<file path="src/rtl/bsa_pkg.sv">
`timescale 1ns / 1ps
// ----------------------------------------------------------------------------
// bsa_pkg
// Shared types and constants of the bitmap slot allocator.
// ----------------------------------------------------------------------------
package bsa_pkg;

	localparam int NUM_SLOTS_DEF = 128;
	localparam int WORD_BITS_DEF = 32;

	localparam int SLOT_W = 8;
	localparam int STATUS_W = 3;

	localparam logic [SLOT_W-1:0] SLOT_NONE = '1;

	localparam logic REQ_ALLOC = 1'b0;
	localparam logic REQ_FREE  = 1'b1;

	typedef enum logic [STATUS_W-1:0] {
		ST_OK       = 3'd0,
		ST_FULL     = 3'd1,
		ST_RANGE    = 3'd2,
		ST_NOTALLOC = 3'd3,
		ST_IGNORED  = 3'd4
	} status_t;

	typedef struct packed {
		logic              found;
		logic [SLOT_W-1:0] slot;
	} find_res_t;

endpackage

</file>
<file path="src/rtl/bsa_find.sv">
`timescale 1ns / 1ps
// ----------------------------------------------------------------------------
// bsa_find
// Free-slot search: lowest word with a free slot, highest free slot within it.
// ----------------------------------------------------------------------------
module bsa_find #(
	parameter int NUM_SLOTS = bsa_pkg::NUM_SLOTS_DEF,
	parameter int WORD_BITS = bsa_pkg::WORD_BITS_DEF
) (
	input  logic [NUM_SLOTS-1:0] used,
	output bsa_pkg::find_res_t   res
);

	localparam int NUM_WORDS = (NUM_SLOTS + WORD_BITS - 1) / WORD_BITS;

	logic [NUM_WORDS-1:0]          word_hit;
	logic [bsa_pkg::SLOT_W-1:0]    word_slot [NUM_WORDS];

	for (genvar w = 0; w < NUM_WORDS; w++) begin : g_word
		logic [WORD_BITS-1:0] free_w;

		for (genvar j = 0; j < WORD_BITS; j++) begin : g_bit
			if (w * WORD_BITS + j < NUM_SLOTS) begin : g_live
				assign free_w[j] = ~used[w * WORD_BITS + j];
			end else begin : g_pad
				assign free_w[j] = 1'b0;
			end
		end

		// highest free slot of the word
		always_comb begin
			word_slot[w] = bsa_pkg::SLOT_NONE;
			for (int j = 0; j < WORD_BITS; j++) begin
				if (free_w[j]) begin
					word_slot[w] = bsa_pkg::SLOT_W'(w * WORD_BITS + j);
				end
			end
		end

		assign word_hit[w] = |free_w;
	end

	// lowest word with a free slot
	always_comb begin
		res.found = |word_hit;
		res.slot  = bsa_pkg::SLOT_NONE;
		for (int w = NUM_WORDS - 1; w >= 0; w--) begin
			if (word_hit[w]) begin
				res.slot = word_slot[w];
			end
		end
	end

endmodule

</file>
<file path="src/rtl/bitmap_slot_allocator_top.sv">
`timescale 1ns / 1ps
// ----------------------------------------------------------------------------
// bitmap_slot_allocator_top
// Slot allocator over a register bitmap with allocate and release requests.
// ----------------------------------------------------------------------------
// One request per cycle unless out_ready stalls the result, one result per
// request. A request is registered in stage s1, the bitmap lookup (a priority
// encode over all slots for allocate, a single bit test for release) runs on
// it, and the result register is loaded. The bitmap is updated on the same
// edge that loads the result register, so the next request already sees the
// change. Allocate takes the lowest word that has a free slot and, inside it,
// the highest-numbered free slot. The bitmap is cleared by reset. The result
// register lets a new request in while a result waits to be taken.
// ----------------------------------------------------------------------------
module bitmap_slot_allocator_top #(
	parameter int NUM_SLOTS = bsa_pkg::NUM_SLOTS_DEF,
	parameter int WORD_BITS = bsa_pkg::WORD_BITS_DEF
) (
	input  logic                         clk,
	input  logic                         arst_n,
	input  logic                         in_valid,
	output logic                         in_ready,
	input  logic                         req_type,
	input  logic [bsa_pkg::SLOT_W-1:0]   slot_index,
	output logic                         out_valid,
	input  logic                         out_ready,
	output logic [bsa_pkg::STATUS_W-1:0] status,
	output logic [bsa_pkg::SLOT_W-1:0]   slot_number
);

	localparam int IDX_W = $clog2(NUM_SLOTS);
	localparam logic [bsa_pkg::SLOT_W-1:0] SLOT_LIMIT = bsa_pkg::SLOT_W'(NUM_SLOTS);

	logic                       valid_s1;
	logic                       req_type_s1;
	logic [bsa_pkg::SLOT_W-1:0] slot_index_s1;

	logic [NUM_SLOTS-1:0]       used_q;
	logic [NUM_SLOTS-1:0]       used_d;

	logic                       out_valid_q;
	bsa_pkg::status_t           status_q;
	logic [bsa_pkg::SLOT_W-1:0] slot_q;

	bsa_pkg::status_t           status_d;
	logic [bsa_pkg::SLOT_W-1:0] slot_d;
	bsa_pkg::find_res_t         find_res;
	logic                       advance;
	logic                       accept;
	logic                       rel_bit;
	logic [IDX_W-1:0]           rel_idx;
	logic [IDX_W-1:0]           alloc_idx;

	assign advance  = valid_s1 & (~out_valid_q | out_ready);
	assign in_ready = ~valid_s1 | advance;
	assign accept   = in_valid & in_ready;

	always_ff @(posedge clk or negedge arst_n) begin
		if (!arst_n) begin
			valid_s1 <= 1'b0;
		end else if (in_ready) begin
			valid_s1 <= in_valid;
		end
	end

	always_ff @(posedge clk) begin
		if (accept) begin
			req_type_s1   <= req_type;
			slot_index_s1 <= slot_index;
		end
	end

	bsa_find #(
		.NUM_SLOTS(NUM_SLOTS),
		.WORD_BITS(WORD_BITS)
	) u_find (
		.used(used_q),
		.res (find_res)
	);

	assign rel_idx   = slot_index_s1[IDX_W-1:0];
	assign alloc_idx = find_res.slot[IDX_W-1:0];
	assign rel_bit   = used_q[rel_idx];

	always_comb begin
		used_d   = used_q;
		status_d = bsa_pkg::ST_FULL;
		slot_d   = bsa_pkg::SLOT_NONE;
		if (req_type_s1 == bsa_pkg::REQ_ALLOC) begin
			if (find_res.found) begin
				used_d[alloc_idx] = 1'b1;
				status_d          = bsa_pkg::ST_OK;
				slot_d            = find_res.slot;
			end
		end else if (slot_index_s1 == bsa_pkg::SLOT_NONE) begin
			status_d = bsa_pkg::ST_IGNORED;
		end else if (slot_index_s1 >= SLOT_LIMIT) begin
			status_d = bsa_pkg::ST_RANGE;
		end else if (!rel_bit) begin
			status_d = bsa_pkg::ST_NOTALLOC;
		end else begin
			used_d[rel_idx] = 1'b0;
			status_d        = bsa_pkg::ST_OK;
		end
	end

	always_ff @(posedge clk or negedge arst_n) begin
		if (!arst_n) begin
			used_q      <= '0;
			out_valid_q <= 1'b0;
		end else begin
			if (advance) begin
				used_q <= used_d;
			end
			if (advance) begin
				out_valid_q <= 1'b1;
			end else if (out_ready) begin
				out_valid_q <= 1'b0;
			end
		end
	end

	always_ff @(posedge clk) begin
		if (advance) begin
			status_q <= status_d;
			slot_q   <= slot_d;
		end
	end

	assign out_valid   = out_valid_q;
	assign status      = status_q;
	assign slot_number = slot_q;

	// full is reported only when every slot is taken
	a_full_only_when_full: assert property (@(posedge clk) disable iff (!arst_n)
		advance && req_type_s1 == bsa_pkg::REQ_ALLOC && !find_res.found |-> &used_q)
		else $error("allocate reported full with a free slot");

	// a granted allocate takes exactly one slot
	a_alloc_count: assert property (@(posedge clk) disable iff (!arst_n)
		advance && req_type_s1 == bsa_pkg::REQ_ALLOC && find_res.found
		|=> $countones(used_q) == $past($countones(used_q)) + 1)
		else $error("allocate did not take exactly one slot");

	// a successful release frees exactly one slot
	a_free_count: assert property (@(posedge clk) disable iff (!arst_n)
		advance && req_type_s1 == bsa_pkg::REQ_FREE && status_d == bsa_pkg::ST_OK
		|=> $countones(used_q) + 1 == $past($countones(used_q)))
		else $error("release did not free exactly one slot");

	// only a granted allocate carries a slot number
	a_slot_none: assert property (@(posedge clk) disable iff (!arst_n)
		out_valid_q && status_q != bsa_pkg::ST_OK |-> slot_q == bsa_pkg::SLOT_NONE)
		else $error("slot number given without a grant");

	// bitmap changes only when a request completes
	a_bitmap_hold: assert property (@(posedge clk) disable iff (!arst_n)
		!advance |=> $stable(used_q))
		else $error("bitmap changed with no request");

endmodule

</file>
<file path="config.mk">
export PLATFORM = sky130hd
export DESIGN_NAME = bitmap_slot_allocator_top
export DESIGN_NICKNAME = d
export VERILOG_FILES = /design/src/rtl/bsa_pkg.sv /design/src/rtl/bsa_find.sv /design/src/rtl/bitmap_slot_allocator_top.sv
export SDC_FILE = /design/constraint.sdc
export NUM_CORES = 1
export LEC_CHECK = 0
export BUFFER_PORTS_ARGS = -buffer_cell sky130_fd_sc_hd__buf_2
export CAP_MARGIN = 20
export CORE_MARGIN = 4
export CORE_UTILIZATION = 46
export CTS_BUF_LIST = sky130_fd_sc_hd__clkbuf_8
export DETAILED_ROUTE_END_ITERATION = 10
export SLEW_MARGIN = 30
export SYNTH_ARGS = -nofsm -noshare
export SYNTH_HDL_FRONTEND = slang
export SYNTH_SLANG_ARGS = --single-unit
</file>
<file path="constraint.sdc">
create_clock -name clk -period 6.9 [get_ports clk]
set_input_delay 0.345 -clock clk [delete_from_list [all_inputs] [get_ports clk]]
set_output_delay 0.345 -clock clk [all_outputs]
set_load 0.1 [all_outputs]
</file>
# Word level (Yosys, flattened, before mapping)
# Index checks and enable logic that the tools add are counted.
# W data, S select, Z words.
# op_classes
n_reduce_logical	11
bitwise	138
muxes	150
magnitude_cmp	5
n_eq_ne	4
# op_table
operator	n
$mux W8	132
$mux W128	5
$not A1 Y1	131
$and A128 B128 Y128	1
$not A128 Y128	1
$or A128 B128 Y128	1
$reduce_or A128 Y1	1
$reduce_or A32 Y1	4
$lt A7 B8 Y1 const B	2
$demux W1 S7	2
$ge A7 B1 Y1 const B	2
$eq A8 B8 Y1 const B	1
$ge A8 B8 Y1 const B	1
$bmux W1 S7	1
$mux W1	6
$mux W3	2
$reduce_and A5 Y1	1
$mux W2	2
$ne A2 B2 Y1 const B	2
$reduce_bool A2 Y1	2
$and A1 B1 Y1	2
$logic_and A1 B1 Y1	2
$ne A2 B1 Y1 const B	1
$or A1 B1 Y1	2
$reduce_or A2 Y1	1
# totals
inputBits	13
register_bits	150
out_inout_bits	13
wordCells	315

# Depth between registers and ports, before layout
# Gate-level depths: netlist of run 1.
# logic_depth
word_depth	43
depth_mapped	14
ltp_nobuf	8

# By module
# Synthesis of run 1 repeated with hierarchy kept, for this count alone.
# unflattened
cells_unflattened	951
area_unflattened_um2	9002.4
# modules_own_cells
mod	seq_area_each_um2	cells_each	instances	area_each_um2
bitmap_slot_allocator_top	3853.7	672	1	7398.3
bsa_find	0.0	279	1	1604.0

# Worst setup path after synthesis of run 1
# No wires, ideal clock.
# synth_path
kind	reg2reg
from	reg slot_index_s1[0] in the netlist's numbering
to	reg used_q[30]
setup_time_ps	95
path_buffers	3
slack_ps	4001
required_ps	6805
arrival_ps	2803
stages_incl_launch_ff	12
synth_period_minus_slack_ps	2899
cell_sequence	edfxtp_1 buf_4 mux4_2 nor3b_1 nor4_1 o311ai_1 or4_4 o211ai_4 buf_6 buf_4 o31ai_1 o31ai_1
# synth_between
elab_chain_len	10
elab_cells_between_ends	19
cone_classes	order compare: 3; eq/ne: 4; mux: 8; bitwise: 2; reduce/logical: 2
# synth_lines
element	line	source
from (decl)	bitmap_slot_allocator_top.sv:36	logic [bsa_pkg::SLOT_W-1:0] slot_index_s1;
from (signal assigned)	bitmap_slot_allocator_top.sv:69	slot_index_s1 <= slot_index;
$lt A7 B8 Y1 (implied by the code) / $ge A7 B1 Y1 (equally long branches)	bitmap_slot_allocator_top.sv:102	used_d[rel_idx] = 1'b0;
$logic_and A1 B1 Y1 (implied by the code)	bitmap_slot_allocator_top.sv:102	
$mux W1 (implied by the code)	bitmap_slot_allocator_top.sv:102	
$demux W1 S7	bitmap_slot_allocator_top.sv:102	
$not A128 Y128 (no line)	--	
$and A128 B128 Y128 (no line)	--	
$mux W128	bitmap_slot_allocator_top.sv:99	end else if (!rel_bit) begin
$mux W128	bitmap_slot_allocator_top.sv:97	end else if (slot_index_s1 >= SLOT_LIMIT) begin
$mux W128	bitmap_slot_allocator_top.sv:95	end else if (slot_index_s1 == bsa_pkg::SLOT_NONE) begin
$mux W128	bitmap_slot_allocator_top.sv:89	if (req_type_s1 == bsa_pkg::REQ_ALLOC) begin
to (signal assigned)	bitmap_slot_allocator_top.sv:113	used_q <= used_d;
to (decl)	bitmap_slot_allocator_top.sv:38	logic [NUM_SLOTS-1:0] used_q;
# Parallel ways exist; a longest one is shown, timed or not. The select of a mux whose other input is x is not followed.
# A chain may end at the register's enable or synchronous reset.

# Worst setup path after layout of run 1
# layout_path
from	reg slot_index_s1[1] in the netlist's numbering
to	reg used_q[66]
# Same word-level chain as after synthesis.

==> metrics.md, run 1 <==
| Metric | Value |
|---|---|
| Count leader, synth | dfrtp_1 |
| Clock Latency Late Sink | 0.47 ns |
| Syn Inst Count | 1,015 |
| Clock skew | 0.01274 ns |
| Worst-margin pin slew | 1.048 ns |
| DIE WIDTH | 153.6 um |
| I/O Buffers | 25 |
| Row Count | 52 |
| Clock transition at the registers of the reported paths | 0.09 ns |
| Min Hold Slack | 0.04594 ns |
| RD Place Congestion | 0.9504 |
| TritonCTS Sinks | 150 |
| Layout cell share with drive strength beyond 1 | 17.68% |
| CP Class | register to register |
| Setup_tns | 0 ns |
| Status | finished clean |
| CP endpoint kind | register |
| Full die area | 0.02358 mm^2 |
| #FFs+latches synth | 150 |
| H-tree Lvls | 4 |
| Type of the worst min-delay path | primary input to register |
| First-pass GRT wire length | 55,900 um |
| Grt ovf | 0 |
| Initial antenna violation count | 0 |
| Pre-Repair DR Iteration Count | 5 |
| Final ANT Viol Nets | 0 |
| Post-synth EDFFs | 20 |
| Overall Global Routing Usage | 30.62% |
| Core Box Area | 0.02056 mm^2 |
| Most instantiated cells after synthesis | dfrtp_1 (130), nand2_1 (89), o31a_1 (81), o31ai_1 (64) |
| Top_reg_cell synth | dfrtp_1 |
| Diodes inserted | 0 |
| Avg Cell Area, Syn | 9.602 um^2 |
| Yosys Warn Count | 0 |
| Fin util | 51.11% |
| Max-cap violations | 0 |
| Highest clock rate | 0.2178 GHz |
| Startpoint types | register |
| Via count | 9,299 |
| Die height | 153.6 um |
| Num CTS Buffers | 17 |
| Number of global-route vias before repair | 8,912 |
| Asr flop ratio synth | 86.67% |
| Sequential-to-total area share from yosys stat | 39.54% |
| Synth top area share | 33.38% |
| Clock tree buffer depth | 2 |
| Largest net degree at the start of global routing | 68 |
| # setup viols final | 0 |
| Largest cells by area after synthesis | dfrtp_1 (33%), o31a_1 (7.3%), edfxtp_1 (6.2%), o31ai_1 (4.9%), a31o_2 (4.9%) |
| WL final | 36,610 um |
| Syn-to-layout area delta | 7.831% |
| Cell variety after synth | 77 |
| Final period utilization | 66.54% |
| Drt via density | 7.186 |
| DRT iter0 DRCs | 1,118 |
| Crit path arrival time | 5.00 ns |
| Post-synth top area cell | dfrtp_1 |
| Leak | 3.847 nW |
| Cell Area, Synth | 0.009746 mm^2 |
| Setup bufs post-CTS | 0 |
| Post-DP HPWL | 23,630 um |
| Critical path data required time | 7.31 ns |
| CTS tree | done |
| Pwr per Cell Area | 240.9 mW/mm^2 |
| Io pins | 26 |
| Final Hold Vio Count | 0 |
| Final slew viol count | 0 |
| Syn nets | 1,028 |
| Initial Utilization | 47.40% |
| Max-slew headroom | 29.93% |
| Crit path time final | 4.591 ns |
| Post-detailed-route DRC marker count | 0 |
| Peak supply drop | 0.2401 mV |
| RSZ-0062 raised after global routing | false |
| CP Max Fanout | 40 |
| Final net count | 1,025 |
| Avg WL per Cell | 28.29 um |
| Root buf cell | clkbuf_8 |
routing by layer:
layer | up-vias | wire length [um] | part of all wire [%] | track usage (%)
met5 | - | 0 | 0 | 0
met4 | 0 | 1558 | 4.3 | 13.12
met3 | 97 | 3541 | 9.7 | 6.858
met2 | 504 | 16180 | 44 | 45.67
met1 | 4636 | 15330 | 42 | 43.08
li1 | 4062 | - | - | -
layout by cell type, fill, tap and decap left out, types with 31 or more instances in the layout:
cell	n
dfrtp_1	130
nand2_1	88
o31a_1	81
o31ai_1	64
o21ai_0	54
a31o_2	54
nand4_1	42
nand3_1	33
a31o_1	33
inv_1	31
critical path, cell delays in order (launching register included):
cell and delay [ns]:
edfxtp_1 0.85, buf_4 0.43, clkinv_1 0.41, a221o_1 0.40, a21oi_1 0.16, o22ai_1 0.09, or4_4 0.61, o211ai_4 0.69
buf_4 0.57, o31a_1 0.20, a31o_2 0.09
flip-flops by register name, indices dropped and copies added, names as in the netlist:
name / count
out_valid: 1
req_type_s1: 1
slot_index_s1: 8
slot_number: 8
status: 3
used_q: 128
valid_s1: 1
stage by stage:
stage / cells / power, W / setup WS, ns / area (um^2)
after global placement: 1261 / 0.001765 / 2.539 / 10030
final: 1294 / 0.002531 / 2.309 / 10510
after global routing: 1294 / 0.002589 / 2.149 / 10510
after detailed placement: 1261 / 0.001781 / 2.412 / 10060
after CTS: 1293 / 0.002503 / 2.391 / 10470
after floorplan: 1015 / 0.001458 / 4.001 / 9746
report_power, final:
group          switching [W]  internal (W)  leakage, nW
clock network       0.000374      0.000353        0.201
logic               0.000690      0.000135         1.68
registers          0.0000488      0.000930         1.96
worst paths after layout:
kind                                  startpoint               end  slack [ns]  cells past startpoint
worst max register to register  slot_index_s1[1]        used_q[66]        2.31                     10
worst max-delay path            slot_index_s1[1]        used_q[66]        2.31                     10
worst min register to register          valid_s1         out_valid        0.49                      1
max in group asynchronous                 arst_n        used_q[59]        5.13                      3
worst min-delay path               slot_index[7]  slot_index_s1[7]        0.05                      1
min in group asynchronous                 arst_n       used_q[100]        0.43                      2
cell type report:
cell class              instances  area (um^2)
fillers                      2008        10050
multi-input cells             766         5489
flip-flops and latches        150         3854
well taps                     270        337.8
repair buffers                 47        319.1
clock buffers                  17        234.0
clock inverters                14        162.7
inverters                      30        112.6
timing repair:
item,CTS,global route
hold endpoints to repair,63,0
hold buffers,1,0
resized for setup,0,0
endpoints found under the setup margin,0,0
cell families (layout without fill, tap and decap cells):
kind of cell	Yosys count	in the layout	share of synthesized area [%]
AOI/OAI and AO/OA	410	410	32.38
DFF	150	150	39.54
and+or+nand+nor	323	323	18.49
buffers and inverters	99	108	4.904
muxes	33	33	4.686
No activity file was read; power rests on OpenSTA's default activity.
==> run 2, diff against run 1 <==
==> constraint.sdc (replaced) <==
create_clock -name clk -period 3.7 [get_ports clk]
set_input_delay 0.185 -clock clk [delete_from_list [all_inputs] [get_ports clk]]
set_output_delay 0.185 -clock clk [all_outputs]
set_load 0.1 [all_outputs]
==> run 2 against run 1 <==
Register-to-register slack worse by 2.2 ns. Power up 96%. Clock-buffer cell count up 1. First-iteration DRC count up 1.3%. Critical path depth down 2. Worst setup slack worse by 2.2 ns. Final cell count up 11%. Global-route usage up 2.4 points. Sequential cell count unchanged. Highest routed layer is now met5.
==> metrics.md, run 2 (synthesized netlist as in run 1, its figures left out) <==
| Metric | Value |
|---|---|
| Crit. Startpoint | used_q[35] (was slot_index_s1[1]) |
| Row Count | 52 (unchanged) |
| Peak supply drop | 0.4643 mV (was 0.2401 mV) |
| DIE WIDTH | 153.6 um (unchanged) |
| Die height | 153.6 um (unchanged) |
| Final net count | 1,169 (was 1,025) |
| Avg WL per Cell | 27.18 um (was 28.29 um) |
| Crit-path cells | nand4_1, or4_1, buf_4, nor4_4, a31oi_1, nor3_2, buf_4, a31o_1 (was buf_4, clkinv_1, a221o_1, a21oi_1, o22ai_1, or4_4, o211ai_4, buf_4, o31a_1, a31o_2) |
| Crit path arrival time | 3.98 ns (was 5.00 ns) |
| Post-detailed-route DRC marker count | 0 (unchanged) |
| Status | finished clean (unchanged) |
| Number of global-route vias before repair | 9,862 (was 8,912) |
| Highest clock rate | 0.2806 GHz (was 0.2178 GHz) |
| Top reg by flops | used_q (unchanged) |
| Most frequent cells in the layout | buf_4 (147), dfrtp_1 (130), nand2_1 (89) (was dfrtp_1 (130), nand2_1 (88), o31a_1 (81)) |
| Largest net degree at the start of global routing | 83 (was 68) |
| Drt via density | 6.908 (was 7.186) |
| Io pins | 26 (unchanged) |
| Highest-delay cell along the critical path | nor3_2 (was edfxtp_1) |
| I/O Buffers | 25 (unchanged) |
| CTS tree | done (unchanged) |
| CP Class | register to register (unchanged) |
| WP buf/inv | 2 (was 3) |
| TritonCTS Sinks | 150 (unchanged) |
| Fin util | 56.69% (was 51.11%) |
| Via count | 9,947 (was 9,299) |
| Final period utilization | 96.31% (was 66.54%) |
| Final ANT Viol Nets | 0 (unchanged) |
| Final worst slack | 0.1366 ns (was 2.309 ns) |
| Setup bufs post-CTS | 0 (unchanged) |
| Placement Setup Slack | 0.03610 ns (was 2.412 ns) |
| RSZ-0062 raised after global routing | false (unchanged) |
| DP Area | 0.01109 mm^2 (was 0.01006 mm^2) |
| Clock skew | 0.01674 ns (was 0.01274 ns) |
| Type of the worst min-delay path | primary input to asynchronous set/reset pin (was primary input to register) |
| Crit path time final | 3.563 ns (was 4.591 ns) |
| Final Hold Vio Count | 0 (unchanged) |
| Overall Global Routing Usage | 33.05% (was 30.62%) |
| Setup_tns | 0 ns (unchanged) |
| Leak | 4.600 nW (was 3.847 nW) |
| Post-Place Cells | 1,394 (was 1,261) |
| Clock Latency Late Sink | 0.48 ns (was 0.47 ns) |
| DRT iter0 DRCs | 1,132 (was 1,118) |
| CP Max Fanout | 9 (was 40) |
| H-tree Lvls | 4 (unchanged) |
| CP top delay family | simple AND/OR/NAND/NOR gates (was compound AO/OA/AOI/OAI gates) |
| Reg-to-reg startpoint | used_q[35] (was slot_index_s1[1]) |
| Clock transition at the registers of the reported paths | 0.09 ns (about the same) |
| First-pass GRT wire length | 60,200 um (was 55,900 um) |
| Final slew viol count | 0 (unchanged) |
| Layout cell share with drive strength beyond 1 | 26.18% (was 17.68%) |
| Root buf cell | clkbuf_8 (unchanged) |
| Syn-to-layout area delta | 19.60% (was 7.831%) |
| Max-slew headroom | 27.53% (was 29.93%) |
| Post-route cell area | 0.01166 mm^2 (was 0.01051 mm^2) |
| # setup viols final | 0 (unchanged) |
| Final cell count without fillers | 1,440 (was 1,294) |
| Core Box Area | 0.02056 mm^2 (unchanged) |
| Clock tree buffer depth | 2 (unchanged) |
| Initial antenna violation count | 1 (was 0) |
| Max stage delay on crit path | 0.92 ns (was 0.85 ns) |
| Grt ovf | 0 (unchanged) |
| Post-DP HPWL | 26,980 um (was 23,630 um) |
| Startpoint types | register (unchanged) |
| WL final | 39,150 um (was 36,610 um) |
| RD Place Congestion | 1.027 (was 0.9504) |
| Critical path data required time | 4.11 ns (was 7.31 ns) |
| Num CTS Buffers | 17 (unchanged) |
| Initial Utilization | 47.40% (unchanged) |
| Pwr per Cell Area | 426.6 mW/mm^2 (was 240.9 mW/mm^2) |
| Full die area | 0.02358 mm^2 (unchanged) |
| Cell mode on critical path | buf_4 (unchanged) |
| Pre-Repair DR Iteration Count | 5 (unchanged) |
| Most common cell after layout, fill and taps aside | buf_4 (was dfrtp_1) |
| Max FFs per register | 128 (unchanged) |
| Max-cap violations | 0 (unchanged) |
| CP endpoint kind | register (unchanged) |
| Worst-margin pin slew | 1.081 ns (was 1.048 ns) |
-- run 2: cell type report --
class	instances	area (um^2)
fill	1931	8904
multi-input combinational	766	5443
sequential	150	3854
timing repair buffer	191	1485
tap	270	337.8
clock buffer	18	247.7
clock inverter	14	173.9
inverter	30	112.6
antenna	1	2.502
-- run 2: where the power goes --
group | total (W) | switching (W) | internal, W
combinational | 0.00178 | 0.00135 | 0.000432
sequential | 0.00179 | 0.0000599 | 0.00173
clock | 0.00140 | 0.000710 | 0.000692
-- run 2: layer usage --
| layer | GRT usage (%) | part of all wire, % |
|---|---|---|
| met5 | 1.035 | 0.15 |
| met2 | 50.20 | 44 |
| met1 | 44.61 | 41 |
| met4 | 14.17 | 4.8 |
| met3 | 8.938 | 10 |
-- run 2: worst paths after layout --
check	end	cells after the start	slack, ns
max	used_q[37]	8	0.14
min	used_q[106]	2	0.33
max reg2reg	used_q[37]	8	0.14
min reg2reg	out_valid	1	0.50
max in group asynchronous	used_q[39]	3	2.42
min in group clk	slot_index_s1[2]	2	0.41
-- run 2: timing repair --
action | in CTS | in global routing
gates resized for setup | 1 | 1
pin swaps | 0 | 1
hold buffers | 13 | 0
endpoints found under the setup margin | 1 | 4
endpoints found under the hold margin | 91 | 0
-- run 2: through the flow --
step	power, W	hold WS [ns]
2_1_floorplan	0.002720	-0.1106
6_report	0.004973	0.3325
3_5_place_dp	0.003499	0.2994
4_1_cts	0.004897	0.3787
3_3_place_gp	0.003486	0.2924
5_1_grt	0.005111	0.3870
-- run 2: worst reg2reg max path, stage by stage (launching register included) --
cell	delay (ns)
dfrtp_1	0.38
nand4_1	0.21
or4_1	0.57
buf_4	0.17
nor4_4	0.50
a31oi_1	0.22
nor3_2	0.92
buf_4	0.37
a31o_1	0.17
==> run 3, diff against run 2 <==
--- a/config.mk
+++ b/config.mk
@@ -14,4 +14,5 @@
 export SLEW_MARGIN = 30
 export SYNTH_ARGS = -nofsm -noshare
 export SYNTH_HDL_FRONTEND = slang
+export SYNTH_HIERARCHICAL = 1
 export SYNTH_SLANG_ARGS = --single-unit
==> run 3 against run 2 <==
Register-to-register slack better by 0.04 ns. Worst setup slack better by 0.043 ns. Critical endpoint is now used_q[126]. Routed wire length is 14% lower. Sequential share of layout area is 4.3 points higher. Power is 15% lower. Critical path type unchanged. Clock power is 12% lower. Combinational power is 33% lower. Global-route usage is 1.8 points lower. Largest cell class unchanged. Sequential power hardly changed. Hold slack worse by 0.20 ns.
==> metrics.md, run 3 <==
| Metric | Value |
|---|---|
| Syn Inst Count | 951 (was 1,015) |
| Leak | 3.997 nW (was 4.600 nW) |
| Largest cells by area after synthesis | dfrtp_1 (36%), mux4_2 (11%), a21oi_1 (7.6%), edfxtp_1 (6.7%), a31oi_1 (5.8%) (was dfrtp_1 (33%), o31a_1 (7.3%), edfxtp_1 (6.2%), o31ai_1 (4.9%), a31o_2 (4.9%)) |
| Crit path arrival time | 3.92 ns (was 3.98 ns) |
| Yosys Warn Count | 6 (was 0) |
| Largest net degree at the start of global routing | 90 (was 83) |
| Met2 usage | 44.57% (was 50.20%) |
| DP Area | 0.009793 mm^2 (was 0.01109 mm^2) |
| Grt ovf | 0 (unchanged) |
| R2R depth | 14 (was 8) |
| Peak supply drop | 0.3179 mV (was 0.4643 mV) |
| Clock transition at the registers of the reported paths | 0.09 ns (about the same) |
| Die height | 147.9 um (was 153.6 um) |
| Setup bufs post-CTS | 0 (unchanged) |
| Final period utilization | 95.14% (was 96.31%) |
| Final ANT Viol Nets | 0 (unchanged) |
| CP endpoint kind | register (unchanged) |
| Most common cell after layout, fill and taps aside | a21oi_1 (was buf_4) |
| Min Hold Slack | 0.1301 ns (was 0.3325 ns) |
| TritonCTS Sinks | 150 (unchanged) |
| Most frequent cells in the layout | a21oi_1 (137), dfrtp_1 (130), a31oi_1 (84) (was buf_4 (147), dfrtp_1 (130), nand2_1 (89)) |
| CP Class | register to register (unchanged) |
| Full die area | 0.02187 mm^2 (was 0.02358 mm^2) |
| Count leader, synth | a21oi_1 (was dfrtp_1) |
| # setup viols final | 0 (unchanged) |
| Clock Latency Late Sink | 0.48 ns (about the same) |
| Tot Pwr | 0.004245 W (was 0.004973 W) |
| Top_reg_cell synth | dfrtp_1 (unchanged) |
| Layout cell share with drive strength beyond 1 | 18.64% (was 26.18%) |
| Initial antenna violation count | 0 (was 1) |
| Row Count | 50 (was 52) |
| Post-route cell area | 0.01033 mm^2 (was 0.01166 mm^2) |
| Initial Utilization | 47.49% (was 47.40%) |
| CTS tree | done (unchanged) |
| Post-synth top area cell | dfrtp_1 (unchanged) |
| Crit path time final | 3.520 ns (was 3.563 ns) |
| First-pass GRT wire length | 51,750 um (was 60,200 um) |
| Core Box Area | 0.01896 mm^2 (was 0.02056 mm^2) |
| RSZ-0062 raised after global routing | false (unchanged) |
| Drt via density | 6.832 (was 6.908) |
| I/O Buffers | 25 (unchanged) |
| Synth top area share | 36.14% (was 33.38%) |
| Cell Area, Synth | 0.009002 mm^2 (was 0.009746 mm^2) |
| Asr flop ratio synth | 86.67% (unchanged) |
| Root buf cell | clkbuf_8 (unchanged) |
| Via count | 8,889 (was 9,947) |
| Global-route met1 utilization | 44.44% (was 44.61%) |
| Final slew viol count | 0 (unchanged) |
| Critical path data required time | 4.10 ns (was 4.11 ns) |
| Sequential-to-total area share from yosys stat | 42.81% (was 39.54%) |
| Overall Global Routing Usage | 31.22% (was 33.05%) |
| RD Place Congestion | 0.9997 (was 1.027) |
| Final Hold Vio Count | 0 (unchanged) |
| Highest clock rate | 0.2841 GHz (was 0.2806 GHz) |
| Clock tree buffer depth | 2 (unchanged) |
| Syn-to-layout area delta | 14.72% (was 19.60%) |
| #FFs+latches synth | 150 (unchanged) |
| Final net count | 1,041 (was 1,169) |
| DRT iter0 DRCs | 1,368 (was 1,132) |
| Post-detailed-route DRC marker count | 0 (unchanged) |
| Post-DP HPWL | 23,800 um (was 26,980 um) |
| Startpoint types | register (unchanged) |
| Worst-margin pin slew | 1.085 ns (was 1.081 ns) |
| Fin util | 54.48% (was 56.69%) |
| Crit. Startpoint | used_q[79] (was used_q[35]) |
| H-tree Lvls | 4 (unchanged) |
| Post-synth EDFFs | 20 (unchanged) |
| Num CTS Buffers | 17 (unchanged) |
| Status | finished clean (unchanged) |
| Diodes inserted | 0 (was 1) |
| DIE WIDTH | 147.9 um (was 153.6 um) |
| Internal reg-to-reg setup slack | 0.18 ns (was 0.14 ns) |
| Reg-to-reg startpoint | used_q[79] (was used_q[35]) |
| Max-slew headroom | 27.50% (was 27.53%) |
| Avg Cell Area, Syn | 9.466 um^2 (was 9.602 um^2) |
| Syn nets | 964 (was 1,028) |
| Type of the worst min-delay path | primary input to register (was primary input to asynchronous set/reset pin) |
| Pwr per Cell Area | 411.0 mW/mm^2 (was 426.6 mW/mm^2) |
| Most instantiated cells after synthesis | a21oi_1 (137), dfrtp_1 (130), a31oi_1 (84), nand2_1 (71), nor2_1 (68) (was dfrtp_1 (130), nand2_1 (89), o31a_1 (81), o31ai_1 (64)) |
| Clock skew | 0.01574 ns (was 0.01674 ns) |
| Top reg by flops | used_q (unchanged) |
| CP Max Fanout | 8 (was 9) |
| Io pins | 26 (unchanged) |
| Critical Path Sink | used_q[126] (was used_q[37]) |
| Max FFs per register | 128 (unchanged) |
| Cell variety after synth | 58 (was 77) |
| Max-cap violations | 0 (unchanged) |
| Pre-Repair DR Iteration Count | 6 (was 5) |
| FF+latch area | 0.003854 mm^2 (unchanged) |
| Met3 track demand over resource | 9.933% (was 8.938%) |
| WL final | 33,830 um (was 39,150 um) |
| Number of global-route vias before repair | 8,243 (was 9,862) |
| Most used routing layer | met2 (unchanged) |
| Avg WL per Cell | 26.00 um (was 27.18 um) |
| RR Endpoint | used_q[126] (was used_q[37]) |
| Footprint of the multi-input gates | 0.004768 mm^2 (was 0.005443 mm^2) |
| Fillers | 1,764 (was 1,931) |
[run 3: how the worst min path moves through the flow]
| stage | start | end | slack [ns] | cells after the start |
|---|---|---|---|---|
| 2_1_floorplan | arst_n | out_valid | -0.11 | 0 |
| 3_3_place_gp | arst_n | used_q[104] | 0.34 | 1 |
| 3_5_place_dp | arst_n | used_q[112] | 0.33 | 1 |
| 4_1_cts | out_ready | valid_s1 | 0.11 | 4 |
| 5_1_grt | out_ready | valid_s1 | 0.16 | 4 |
| 6_report | out_ready | valid_s1 | 0.13 | 4 |
[run 3: area by class of cell]
| type | instances | area share (%) |
|---|---|---|
| clock buffers | 19 | 2.532 |
| clock inverters | 13 | 1.042 |
| inverters | 36 | 1.308 |
| multi-input cells | 709 | 46.17 |
| flip-flops and latches | 150 | 37.32 |
| well taps | 260 | 3.150 |
| repair buffers | 114 | 8.481 |
[run 3: routing by layer]
layer	vias up	routed length (um)
met5	-	0
met4	0	1273
met3	100	4136
met2	616	14670
met1	4323	13750
li1	3850	-
[run 3: report_power, final]
part | switching (W) | internal (W) | total, W
clock | 0.000667 | 0.000562 | 0.00123
sequential | 0.0000734 | 0.00174 | 0.00181
combinational | 0.000790 | 0.000415 | 0.00120
[run 3: what timing repair did]
item / 4_1_cts / 5_1_grt
setup endpoints to repair: 8 / 31
hold buffers: 11 / 0
resized for setup: 1 / 3
endpoints found under the hold margin: 97 / 0
[run 3: worst max-delay path, stage by stage, from the launching register on]
cell     delay (ns)
dfrtp_1        0.44
nand4_1        0.19
nor4_2         0.48
nand2_1        0.26
nor2_1         0.22
nand2_1        0.08
a41oi_1        0.25
o22a_1         0.21
buf_4          0.14
and3b_1        0.34
buf_4          0.21
nand4_1        0.24
nor2_1         0.18
nor2_1         0.05
a31oi_1        0.14
[run 3: kinds of logic after synthesis]
kind of cell / after synthesis / share of synthesized area, %
compound gates: 342 / 23.02
simple gates: 322 / 18.85
flops: 150 / 42.81
buf+inv: 92 / 4.475
mux: 45 / 10.85
[run 3: through the flow]
step                setup TNS [ns]  cells  worst slack (ns)
detailed placement         -0.2549   1256          -0.07237
CTS                              0   1299            0.1625
finish                           0   1301            0.1797
global route                     0   1301           0.02803
floorplan                        0    951            0.6882
global placement                 0   1256          0.009625
